`src/hdl/cupd_pkg.sv`:
```
// Shared types and constants for the capture register block.
// Depends on nothing; imported by every other file of the block except cupd_if.
`timescale 1ns / 1ps

package cupd_pkg;

	// register file geometry
	localparam int REG_WORDS = 64;
	localparam int REG_AW    = $clog2(REG_WORDS);

	// default capture limits
	localparam int MAX_LINE_BYTES_DEF = 8192;
	localparam int MAX_LINES_DEF      = 4096;

	// word indexes of the registers with behaviour of their own
	localparam logic [REG_AW-1:0] W_START  = REG_AW'(0);
	localparam logic [REG_AW-1:0] W_CYCLE  = REG_AW'(3);
	localparam logic [REG_AW-1:0] W_CWIDTH = REG_AW'(5);
	localparam logic [REG_AW-1:0] W_STRIDE = REG_AW'(14);
	localparam logic [REG_AW-1:0] W_DEST   = REG_AW'(15);
	localparam logic [REG_AW-1:0] W_EVENT  = REG_AW'(29);
	localparam logic [REG_AW-1:0] W_STATUS = REG_AW'(31);
	localparam logic [REG_AW-1:0] W_COUNT  = REG_AW'(33);

	localparam logic [31:0] START_MASK     = 32'h0000_0001;
	localparam logic [31:0] SRST_MASK      = 32'h0001_0000;
	localparam logic [31:0] FRAME_END_MASK = 32'h0000_0001;

	typedef enum logic [1:0] {
		KIND_READ  = 2'd0,
		KIND_WRITE = 2'd1,
		KIND_TICK  = 2'd2
	} kind_t;

	// request strobes from the top level to the capture engine
	typedef struct packed {
		logic start;
		logic abort;
		logic tick;
	} cap_ctrl_t;

	// register fields the capture engine latches on start
	typedef struct packed {
		logic [12:0] stride;
		logic [31:0] cycle;
		logic [11:0] lines;
		logic [31:0] dest;
	} cap_geo_t;

	// one capture beat, all fields but count zero when valid is low
	typedef struct packed {
		logic        valid;
		logic [32:0] addr;
		logic [7:0]  pattern;
		logic        last;
		logic [31:0] count;
	} cap_beat_t;

	// words held in flip-flops in the top level rather than in the RAM
	function automatic logic is_ctrl_word(input logic [REG_AW-1:0] w);
		logic r;
		begin
			r = (w == W_START) || (w == W_CYCLE) || (w == W_CWIDTH) || (w == W_STRIDE) ||
				(w == W_DEST) || (w == W_EVENT) || (w == W_COUNT);
			return r;
		end
	endfunction

endpackage

```
`src/hdl/cupd_if.sv`:
```
// Valid/ready channel interfaces for the capture register block.
// Depends on nothing.
`timescale 1ns / 1ps

interface cupd_req_if;
	logic        valid;
	logic        ready;
	logic [1:0]  kind;
	logic [7:0]  offset;
	logic [31:0] wdata;

	modport source (output valid, output kind, output offset, output wdata, input ready);
	modport sink (input valid, input kind, input offset, input wdata, output ready);
endinterface

interface cupd_rsp_if;
	logic        valid;
	logic        ready;
	logic [31:0] rdata;
	logic        mem_valid;
	logic [32:0] mem_addr;
	logic [7:0]  mem_byte;
	logic        frame_done;

	modport source (output valid, output rdata, output mem_valid, output mem_addr,
		output mem_byte, output frame_done, input ready);
	modport sink (input valid, input rdata, input mem_valid, input mem_addr,
		input mem_byte, input frame_done, output ready);
endinterface

```
`src/hdl/capture_unit_pattern_dma_unit.sv`:
```
// Top level of the capture register block: register decode, control words, result register.
// Depends on cupd_pkg, cupd_if, cupd_regfile and cupd_capture.
`timescale 1ns / 1ps
//
//  channel | dir | transfer carries
//  --------+-----+---------------------------------------------------
//  req     | in  | kind, offset, wdata  (read, write or capture tick)
//  rsp     | out | rdata, mem_valid, mem_addr, mem_byte, frame_done
//
//  Every request transfer produces exactly one response transfer, from the response register.
//  One request is taken per cycle; the response register frees itself in the
//  cycle it is taken, so req.ready is low only while a response waits unclaimed.
//  The frame address advances by one add per tick; line offsets are accumulated,
//  so no multiplier sits in the tick path.
//  arst_n clears the register file (through valid bits), the control words and
//  the capture engine at once; no clearing pass is needed.

module capture_unit_pattern_dma_unit #(
	parameter int MAX_LINE_BYTES = cupd_pkg::MAX_LINE_BYTES_DEF,
	parameter int MAX_LINES      = cupd_pkg::MAX_LINES_DEF
) (
	input logic         clk,
	input logic         arst_n,
	cupd_req_if.sink    req,
	cupd_rsp_if.source  rsp
);
	import cupd_pkg::*;

	// control words kept in flip-flops
	logic [31:0] start_q;
	logic [31:0] cycle_q;
	logic [31:0] cwidth_q;
	logic [31:0] stride_q;
	logic [31:0] dest_q;
	logic [31:0] event_q;
	logic [31:0] count_q;

	// response register
	logic        out_valid_q;
	logic        rd_mem_q;
	logic [31:0] rdata_q;
	logic        mem_valid_q;
	logic [32:0] mem_addr_q;
	logic [7:0]  mem_byte_q;
	logic        frame_done_q;

	logic              accept;
	logic [REG_AW-1:0] word;
	logic              ctrl_word;
	logic              wr;
	logic              rd;
	logic              tick;
	logic              wr_start;
	logic              srst;
	logic              mem_we;
	logic              mem_re;
	logic [31:0]       mem_rdata;
	logic [31:0]       ctrl_rdata;
	logic              busy;
	cap_ctrl_t         cap_ctrl;
	cap_geo_t          cap_geo;
	cap_beat_t         beat;

	// a new transfer is taken whenever the response slot is free or being emptied
	assign req.ready = !out_valid_q || rsp.ready;
	assign accept    = req.valid && req.ready;

	// low two offset bits are ignored
	assign word      = req.offset[7:2];
	assign ctrl_word = is_ctrl_word(word);

	always_comb begin
		wr   = 1'b0;
		rd   = 1'b0;
		tick = 1'b0;
		case (req.kind)
			KIND_READ:  rd   = accept;
			KIND_WRITE: wr   = accept;
			KIND_TICK:  tick = accept;
			default: ;
		endcase
	end

	assign wr_start = wr && (word == W_START);
	assign srst     = wr_start && ((req.wdata & SRST_MASK) != 32'd0);

	// soft reset wins over start when both bits are written
	assign cap_ctrl.start = wr_start && !srst && ((req.wdata & START_MASK) != 32'd0);
	assign cap_ctrl.abort = srst;
	assign cap_ctrl.tick  = tick;

	assign cap_geo.stride = stride_q[12:0];
	assign cap_geo.cycle  = cycle_q;
	assign cap_geo.lines  = cwidth_q[27:16];
	assign cap_geo.dest   = dest_q;

	// every other word lives in the RAM; status always reads zero so skip its read
	assign mem_we = wr && !ctrl_word;
	assign mem_re = rd && !ctrl_word && (word != W_STATUS);

	cupd_regfile u_regfile (
		.clk    (clk),
		.arst_n (arst_n),
		.we     (mem_we),
		.waddr  (word),
		.wdata  (req.wdata),
		.re     (mem_re),
		.raddr  (word),
		.rdata  (mem_rdata)
	);

	cupd_capture #(
		.MAX_LINE_BYTES (MAX_LINE_BYTES),
		.MAX_LINES      (MAX_LINES)
	) u_capture (
		.clk    (clk),
		.arst_n (arst_n),
		.ctrl   (cap_ctrl),
		.geo    (cap_geo),
		.beat   (beat),
		.busy   (busy)
	);

	// read mux for the flip-flop words; hide the soft-reset bit of the start word
	always_comb begin
		unique case (word)
			W_START:  ctrl_rdata = start_q & ~SRST_MASK;
			W_CYCLE:  ctrl_rdata = cycle_q;
			W_CWIDTH: ctrl_rdata = cwidth_q;
			W_STRIDE: ctrl_rdata = stride_q;
			W_DEST:   ctrl_rdata = dest_q;
			W_EVENT:  ctrl_rdata = event_q;
			W_COUNT:  ctrl_rdata = count_q;
			default:  ctrl_rdata = 32'd0;
		endcase
	end

	// control word updates: register writes first, frame end on top
	always_ff @(posedge clk or negedge arst_n) begin
		if (!arst_n) begin
			start_q  <= '0;
			cycle_q  <= '0;
			cwidth_q <= '0;
			stride_q <= '0;
			dest_q   <= '0;
			event_q  <= '0;
			count_q  <= '0;
		end else begin
			if (wr) begin
				unique case (word)
					W_START:  start_q  <= srst ? (req.wdata & ~(SRST_MASK | START_MASK))
						: req.wdata;
					W_CYCLE:  cycle_q  <= req.wdata;
					W_CWIDTH: cwidth_q <= req.wdata;
					W_STRIDE: stride_q <= req.wdata;
					W_DEST:   dest_q   <= req.wdata;
					W_EVENT:  event_q  <= req.wdata;
					W_COUNT:  count_q  <= req.wdata;
					default: ;
				endcase
			end
			if (srst) begin
				event_q <= '0;
			end
			// latch frame end, byte count and drop the start bit
			if (beat.last) begin
				event_q <= event_q | FRAME_END_MASK;
				count_q <= beat.count;
				start_q <= start_q & ~START_MASK;
			end
		end
	end

	// response register: load on every accepted transfer, drop once taken
	always_ff @(posedge clk or negedge arst_n) begin
		if (!arst_n) begin
			out_valid_q  <= 1'b0;
			rd_mem_q     <= 1'b0;
			mem_valid_q  <= 1'b0;
			frame_done_q <= 1'b0;
		end else if (accept) begin
			out_valid_q  <= 1'b1;
			rd_mem_q     <= mem_re;
			mem_valid_q  <= beat.valid;
			frame_done_q <= beat.last;
		end else if (rsp.ready) begin
			out_valid_q <= 1'b0;
		end
	end

	always_ff @(posedge clk) begin
		if (accept) begin
			rdata_q    <= rd ? ctrl_rdata : 32'd0;
			mem_addr_q <= beat.addr;
			mem_byte_q <= beat.pattern;
		end
	end

	assign rsp.valid      = out_valid_q;
	assign rsp.rdata      = rdata_q | (rd_mem_q ? mem_rdata : 32'd0);
	assign rsp.mem_valid  = mem_valid_q;
	assign rsp.mem_addr   = mem_addr_q;
	assign rsp.mem_byte   = mem_byte_q;
	assign rsp.frame_done = frame_done_q;

`ifndef ASSERT_OFF
	a_done_has_byte: assert property (@(posedge clk) disable iff (!arst_n)
		out_valid_q && frame_done_q |-> mem_valid_q)
		else $error("frame_done without a frame-buffer byte");

	a_srst_aborts: assert property (@(posedge clk) disable iff (!arst_n)
		srst |=> !busy)
		else $error("capture still busy after soft reset");

	a_done_idle: assert property (@(posedge clk) disable iff (!arst_n)
		out_valid_q && frame_done_q |-> !busy && ((start_q & START_MASK) == 32'd0))
		else $error("capture or start bit still set after frame end");

	a_byte_no_rdata: assert property (@(posedge clk) disable iff (!arst_n)
		out_valid_q && mem_valid_q |-> rsp.rdata == 32'd0)
		else $error("read data on a capture beat");
`endif

endmodule

```
`src/hdl/cupd_regfile.sv`:
```
// General-purpose register words: RAM with a write port, a read port and per-word valid bits.
// Depends on cupd_pkg.
`timescale 1ns / 1ps

module cupd_regfile (
	input  logic                       clk,
	input  logic                       arst_n,
	input  logic                       we,
	input  logic [cupd_pkg::REG_AW-1:0] waddr,
	input  logic [31:0]                wdata,
	input  logic                       re,
	input  logic [cupd_pkg::REG_AW-1:0] raddr,
	output logic [31:0]                rdata
);
	import cupd_pkg::*;

	logic [31:0]          mem [REG_WORDS];
	logic [REG_WORDS-1:0] vld_q;
	logic [31:0]          rd_q;
	logic                 rd_vld_q;

	always_ff @(posedge clk) begin
		if (we) begin
			mem[waddr] <= wdata;
		end
		if (re) begin
			rd_q <= mem[raddr];
		end
	end

	// unwritten words read as zero
	always_ff @(posedge clk or negedge arst_n) begin
		if (!arst_n) begin
			vld_q    <= '0;
			rd_vld_q <= 1'b0;
		end else begin
			if (we) begin
				vld_q[waddr] <= 1'b1;
			end
			if (re) begin
				rd_vld_q <= vld_q[raddr];
			end
		end
	end

	assign rdata = rd_vld_q ? rd_q : 32'd0;

endmodule

```
`src/hdl/cupd_capture.sv`:
```
// Capture engine: latches frame geometry on start and walks the frame one byte per tick.
// Depends on cupd_pkg.
`timescale 1ns / 1ps

module cupd_capture #(
	parameter int MAX_LINE_BYTES = cupd_pkg::MAX_LINE_BYTES_DEF,
	parameter int MAX_LINES      = cupd_pkg::MAX_LINES_DEF
) (
	input  logic                 clk,
	input  logic                 arst_n,
	input  cupd_pkg::cap_ctrl_t  ctrl,
	input  cupd_pkg::cap_geo_t   geo,
	output cupd_pkg::cap_beat_t  beat,
	output logic                 busy
);
	import cupd_pkg::*;

	localparam int WW = $clog2(MAX_LINE_BYTES + 1);
	localparam int HW = $clog2(MAX_LINES + 1);
	localparam int BW = WW + HW;

	logic          busy_q;
	logic [WW-1:0] width_q;
	logic [HW-1:0] height_q;
	logic [WW-1:0] col_q;
	logic [HW-1:0] line_q;
	logic [32:0]   row_addr_q;
	logic [BW-1:0] line_base_q;

	logic [13:0]   w_sel;
	logic [13:0]   h_sel;
	logic [WW-1:0] w_clamp;
	logic [HW-1:0] h_clamp;
	logic          go;
	logic          active;
	logic [WW:0]   col_inc;
	logic [HW:0]   line_inc;
	logic          line_end;
	logic          frame_end;

	// stride wins over the cycle field, capture width over the cycle line field
	always_comb begin
		w_sel   = (geo.stride != 13'd0) ? {1'b0, geo.stride} : geo.cycle[13:0];
		h_sel   = (geo.lines != 12'd0) ? {2'b0, geo.lines} : geo.cycle[29:16];
		w_clamp = (32'(w_sel) > 32'(MAX_LINE_BYTES)) ? WW'(MAX_LINE_BYTES) : WW'(w_sel);
		h_clamp = (32'(h_sel) > 32'(MAX_LINES)) ? HW'(MAX_LINES) : HW'(h_sel);
		go      = ctrl.start && (w_sel != 14'd0) && (h_sel != 14'd0) && (geo.dest != 32'd0);
	end

	always_comb begin
		active    = ctrl.tick && busy_q;
		col_inc   = {1'b0, col_q} + (WW+1)'(1);
		line_inc  = {1'b0, line_q} + (HW+1)'(1);
		line_end  = col_inc >= {1'b0, width_q};
		frame_end = line_end && (line_inc >= {1'b0, height_q});
	end

	always_comb begin
		beat.valid   = active;
		beat.addr    = active ? (row_addr_q + 33'(col_q)) : 33'd0;
		beat.pattern = active ? 8'(32'(col_q) + 32'(line_q)) : 8'd0;
		beat.last    = active && frame_end;
		beat.count   = 32'(line_base_q) + 32'(width_q);
	end

	assign busy = busy_q;

	always_ff @(posedge clk or negedge arst_n) begin
		if (!arst_n) begin
			busy_q <= 1'b0;
			col_q  <= '0;
			line_q <= '0;
		end else if (ctrl.abort) begin
			busy_q <= 1'b0;
		end else if (go) begin
			busy_q <= 1'b1;
			col_q  <= '0;
			line_q <= '0;
		end else if (active) begin
			if (line_end) begin
				col_q <= '0;
				if (frame_end) begin
					busy_q <= 1'b0;
					line_q <= '0;
				end else begin
					line_q <= line_inc[HW-1:0];
				end
			end else begin
				col_q <= col_inc[WW-1:0];
			end
		end
	end

	always_ff @(posedge clk) begin
		if (!ctrl.abort && go) begin
			width_q     <= w_clamp;
			height_q    <= h_clamp;
			row_addr_q  <= {1'b0, geo.dest};
			line_base_q <= '0;
		end else if (!ctrl.abort && active && line_end) begin
			row_addr_q  <= row_addr_q + 33'(width_q);
			line_base_q <= line_base_q + BW'(width_q);
		end
	end

endmodule

```
`src/flat_wrapper.sv`:
```
// flat-port wrapper written by rule: the top's interface ports become plain ports
module capture_unit_pattern_dma_unit_flat import cupd_pkg::*;
#(
	parameter int MAX_LINE_BYTES = cupd_pkg::MAX_LINE_BYTES_DEF,
	parameter int MAX_LINES      = cupd_pkg::MAX_LINES_DEF
)
  (clk, arst_n, req_valid, req_kind, req_offset, req_wdata, req_ready, rsp_valid, rsp_rdata, rsp_mem_valid, rsp_mem_addr, rsp_mem_byte, rsp_frame_done, rsp_ready);
  cupd_req_if req_i ();
  cupd_rsp_if rsp_i ();
  input logic clk;
  input logic arst_n;
  input wire logic [$bits(req_i.valid)-1:0] req_valid;
  input wire logic [$bits(req_i.kind)-1:0] req_kind;
  input wire logic [$bits(req_i.offset)-1:0] req_offset;
  input wire logic [$bits(req_i.wdata)-1:0] req_wdata;
  output wire logic [$bits(req_i.ready)-1:0] req_ready;
  output wire logic [$bits(rsp_i.valid)-1:0] rsp_valid;
  output wire logic [$bits(rsp_i.rdata)-1:0] rsp_rdata;
  output wire logic [$bits(rsp_i.mem_valid)-1:0] rsp_mem_valid;
  output wire logic [$bits(rsp_i.mem_addr)-1:0] rsp_mem_addr;
  output wire logic [$bits(rsp_i.mem_byte)-1:0] rsp_mem_byte;
  output wire logic [$bits(rsp_i.frame_done)-1:0] rsp_frame_done;
  input wire logic [$bits(rsp_i.ready)-1:0] rsp_ready;
  assign req_i.valid = req_valid;
  assign req_i.kind = req_kind;
  assign req_i.offset = req_offset;
  assign req_i.wdata = req_wdata;
  assign req_ready = req_i.ready;
  assign rsp_valid = rsp_i.valid;
  assign rsp_rdata = rsp_i.rdata;
  assign rsp_mem_valid = rsp_i.mem_valid;
  assign rsp_mem_addr = rsp_i.mem_addr;
  assign rsp_mem_byte = rsp_i.mem_byte;
  assign rsp_frame_done = rsp_i.frame_done;
  assign rsp_i.ready = rsp_ready;
  capture_unit_pattern_dma_unit #(.MAX_LINE_BYTES(MAX_LINE_BYTES), .MAX_LINES(MAX_LINES)) u_core (.clk(clk), .arst_n(arst_n), .req(req_i), .rsp(rsp_i));
endmodule
```
`config.mk`:
```
export PLATFORM = sky130hd
export DESIGN_NAME = capture_unit_pattern_dma_unit_flat
export DESIGN_NICKNAME = d
export VERILOG_FILES = /design/src/hdl/cupd_pkg.sv /design/src/hdl/cupd_if.sv /design/src/hdl/capture_unit_pattern_dma_unit.sv /design/src/hdl/cupd_regfile.sv /design/src/hdl/cupd_capture.sv /design/src/flat_wrapper.sv
export SDC_FILE = /design/constraint.sdc
export NUM_CORES = 2
export LEC_CHECK = 0
export BUFFER_PORTS_ARGS = -buffer_cell sky130_fd_sc_hd__buf_2
export CORE_MARGIN = 10
export CORE_UTILIZATION = 45
export CTS_BUF_LIST = sky130_fd_sc_hd__clkbuf_8
export DETAILED_ROUTE_END_ITERATION = 7
export SYNTH_ARGS = -nofsm -noshare
export SYNTH_HDL_FRONTEND = slang
export SYNTH_SLANG_ARGS = --single-unit
```
`constraint.sdc`:
```
create_clock -name clk -period 8.32 [get_ports clk]
set_input_delay 0.416 -clock clk [delete_from_list [all_inputs] [get_ports clk]]
set_output_delay 0.416 -clock clk [all_outputs]
set_load 0.02 [all_outputs]
```
==> metrics.txt <==
Hold Path Class in -> reg; clk_lat worst skew 1.10 ns; Congestion Overflow GR 0; core area 224000 um^2; share of the synthesized area in the top cell type 0.656; Placed Cells 9026; Antenna Nets Post-Route 0; Worst Path Required ~9.3 ns; Non-Filler Instances ~9.8k; Logic pwr share 0.055; Global Route met2 Usage 0.368; fraction of layout cells with a size suffix above 1 0.209; CTS clock-pin slew for the worst setup and hold paths 0.06 ns; Switching Power 6.03 mW; Period minus WS final about 4.9 ns; final instance area ~110000 um^2; Die Footprint 244000 um^2; drt drc 0; crit path max fanout 21; clk_skew 0.101 ns; final slew viol count 0; Worst Setup End Kind flop; Num CTS Buffers 426; max incr delay on CP 0.81 ns; P per Cell Area about 220 nW/um^2; Worst Path Class, Setup reg -> reg; Final Setup Violations 0; detailed placer's ending HPWL 168 mm; count leader, synth edfxtp_1; GP Congestion 0.857; number of I/O port buffers 120; GR Util met3 0.0446; number of global-route vias before repair 58.1k; die width 494 um; Final nets 6600; CP top delay family simple AND/OR/NAND/NOR gates; initial antenna violation count 14; fill cell count 18.6k; hold slack roughly 0.065 ns; Clock Tree Root clkbuf_8; drt wl/cell 30.4 um; Seq/Total Area, Yosys 0.741; synth warn 0; max-capacitance violation count 0; largest net degree at the start of global routing 114; H-tree level count 5; Die Y 494 um; global-route met1 utilization 0.328; register area roughly 75000 um^2; RSZ-0062 raised after global routing no; FF-to-FF End u_core.u_capture.line_q[3]; CTS tree done; R2R Path Start u_core.u_capture.col_q[0]; row count 174; Worst-Margin Slew 1.17 ns; GRT Max-Usage Layer met2; critical path startpoint u_core.u_capture.col_q[0]; Clock Tree Buf Depth 4; WP data arrival 5.87 ns; Max Freq 203 MHz; Worst R2R Setup Slack approximately 3.4 ns; Clk pwr share 0.392; largest cells by area after synthesis edfxtp_1 66%, dfrtp_1 7.9%, mux4_2 6.4%; Net Sw Frac 0.234; via count 59.2k; Flop pwr share 0.553; reg2reg path depth 13; internal power 19.7 mW; Multi-input gate area 25900 um^2; Post-synth top cells 2212 x edfxtp_1, 486 x a22oi_1, 323 x nand2_1, 320 x dfrtp_1, 289 x mux4_2; placed cell area 107000 um^2; final hold violation count 0; Post-Synthesis Cells ~5.9k; worst path cell trace ha_1, nand4_1, nor2_1, nand2_1, xnor2_1, ha_1, a211o_1, a2111o_1, a31oi_2, nand2b_1, nor2_1, a21o_1, a22o_1; slowest CP cell nand2b_1; Max IR drop VDD 0.000182 V; GRT Util Overall 0.238; Post-Syn Area 101000 um^2; ys async rst share 0.125; crit path to u_core.u_capture.line_q[3]; post-DR vias/cell approximately 6; final clock period utilization by the worst path 0.591; biggest area consumer among synthesized cells edfxtp_1; Syn Area/Cell 17.3 um^2; Routed WL between 200 and 300 mm; Unique masters post-synth 78; Main synth FF type edfxtp_1; TritonRoute pass-1 iters 7; Post-synth EDFFs about 2.2k; first-pass GRT wire length approximately 420 mm; crit path launch type flop; Slew Limit Headroom 0.223; Ports about 120; Yosys reg bits between 2k and 3k; setup_tns 0 ns; P_leak 40.3 nW; Starting DRT DRC Count 7045; run status completed; Layout Utilization 0.512; CTS sink cnt roughly 2.6k; worst path buffer plus inverter count 0; Area Growth Syn to Fin 13.4%; Levels on crit path 13; Initial Util 0.451; setup bufs post-CTS 0
==> metal layers <==
metal	wire length [um]	part of all wire
met5	28	0.000094
met4	14800	0.050
met2	137000	0.46
met3	25800	0.086
met1	120000	0.40
==> flip-flops by register name, indices dropped and copies added, names as in the netlist, 13 cells and up <==
register                      cells
u_core.u_regfile.vld_q           64
u_core.u_regfile.mem           2048
u_core.u_capture.row_addr_q      33
u_core.event_q                   32
u_core.u_regfile.rd_q            32
u_core.rsp.mem_addr              33
u_core.cycle_q                   32
u_core.dest_q                    32
u_core.u_capture.col_q           14
u_core.cwidth_q                  32
u_core.u_capture.width_q         14
u_core.start_q                   31
u_core.count_q                   32
u_core.rdata_q                   32
u_core.stride_q                  32
u_core.u_capture.line_q          13
u_core.u_capture.height_q        13
u_core.u_capture.line_base_q     27
==> cells in the final DEF (no fill, tap or decap), drive strengths merged, types with 45 or more instances in the layout <==
master	Yosys	layout
buf	117	297
xor2	45	45
mux4	289	289
nor2	214	214
mux2i	84	84
nand4	63	63
dfrtp	320	320
a22o	61	61
a221oi	62	62
inv	52	224
mux2	157	157
a22oi	486	486
a31oi	70	70
or2	63	63
a21o	52	52
edfxtp	2212	2212
xnor2	53	53
a21oi	153	153
nand2	323	323
nand3	77	77
a41o	49	49
clkinv	0	114
conb	1	224
o21ai	148	148
ha	78	78
clkbuf	237	471
==> repair_timing <==
| item | CTS | global route |
|---|---|---|
| hold endpoints to repair | 173 | 0 |
| gates resized for setup | 0 | 0 |
| hold buffers | 10 | 0 |
==> how the worst min path moves through the flow <==
stage,startpoint,end,slack (ns),cells past startpoint
6_report,req_wdata[8],u_core.u_regfile.mem[23][8],0.06,2
5_1_grt,req_wdata[10],u_core.u_regfile.mem[1][10],0.05,1
4_1_cts,req_wdata[10],u_core.u_regfile.mem[39][10],0.002,1
3_5_place_dp,u_core.u_regfile.vld_q[3],u_core.u_regfile.vld_q[3],0.36,0
3_3_place_gp,u_core.u_regfile.vld_q[3],u_core.u_regfile.vld_q[3],0.36,0
2_1_floorplan,arst_n,u_core.count_q[0],0.12,0
==> cell families (layout without fill, tap and decap cells) <==
group,count (synthesis),in the layout,synth area share
AOI/OAI and AO/OA,1256,1256,0.0898
xor gates and xnor gates,98,98,0.00848
adders and majority gates,82,82,0.0104
buffers and inverters,406,1122,0.0168
DFF,2560,2560,0.741
muxes,530,530,0.0901
other,1,237,0.0000370
and+or+nand+nor,935,935,0.0436
==> stage by stage <==
stage	power (mW)	worst slack [ns]
5_1_grt	26.6	3.01
2_1_floorplan	15.1	2.68
4_1_cts	25.9	3.32
6_report	25.8	3.40
3_5_place_dp	15.9	3.19
3_3_place_gp	15.9	3.23
==> cell type report <==
cell class	instances	share of cell area
tap	2992	0.0326
inverter	52	0.00172
clock buffer	471	0.0565
antenna	13	0.000283
clock inverter	292	0.0105
multi-input combinational	3125	0.226
sequential	2560	0.653
timing repair buffer	307	0.0195
==> power by group through the flow <==
| stage | combinational (mW) | clock, mW | sequential (mW) |
|---|---|---|---|
| 2_1_floorplan | 0.660 | 0 | 14.5 |
| 3_3_place_gp | 1.38 | 0 | 14.5 |
| 3_5_place_dp | 1.40 | 0 | 14.5 |
| 4_1_cts | 1.41 | 10.3 | 14.2 |
| 5_1_grt | 1.48 | 10.8 | 14.3 |
| 6_report | 1.41 | 10.1 | 14.2 |
Note: power is estimated with default switching activity, not from simulation.
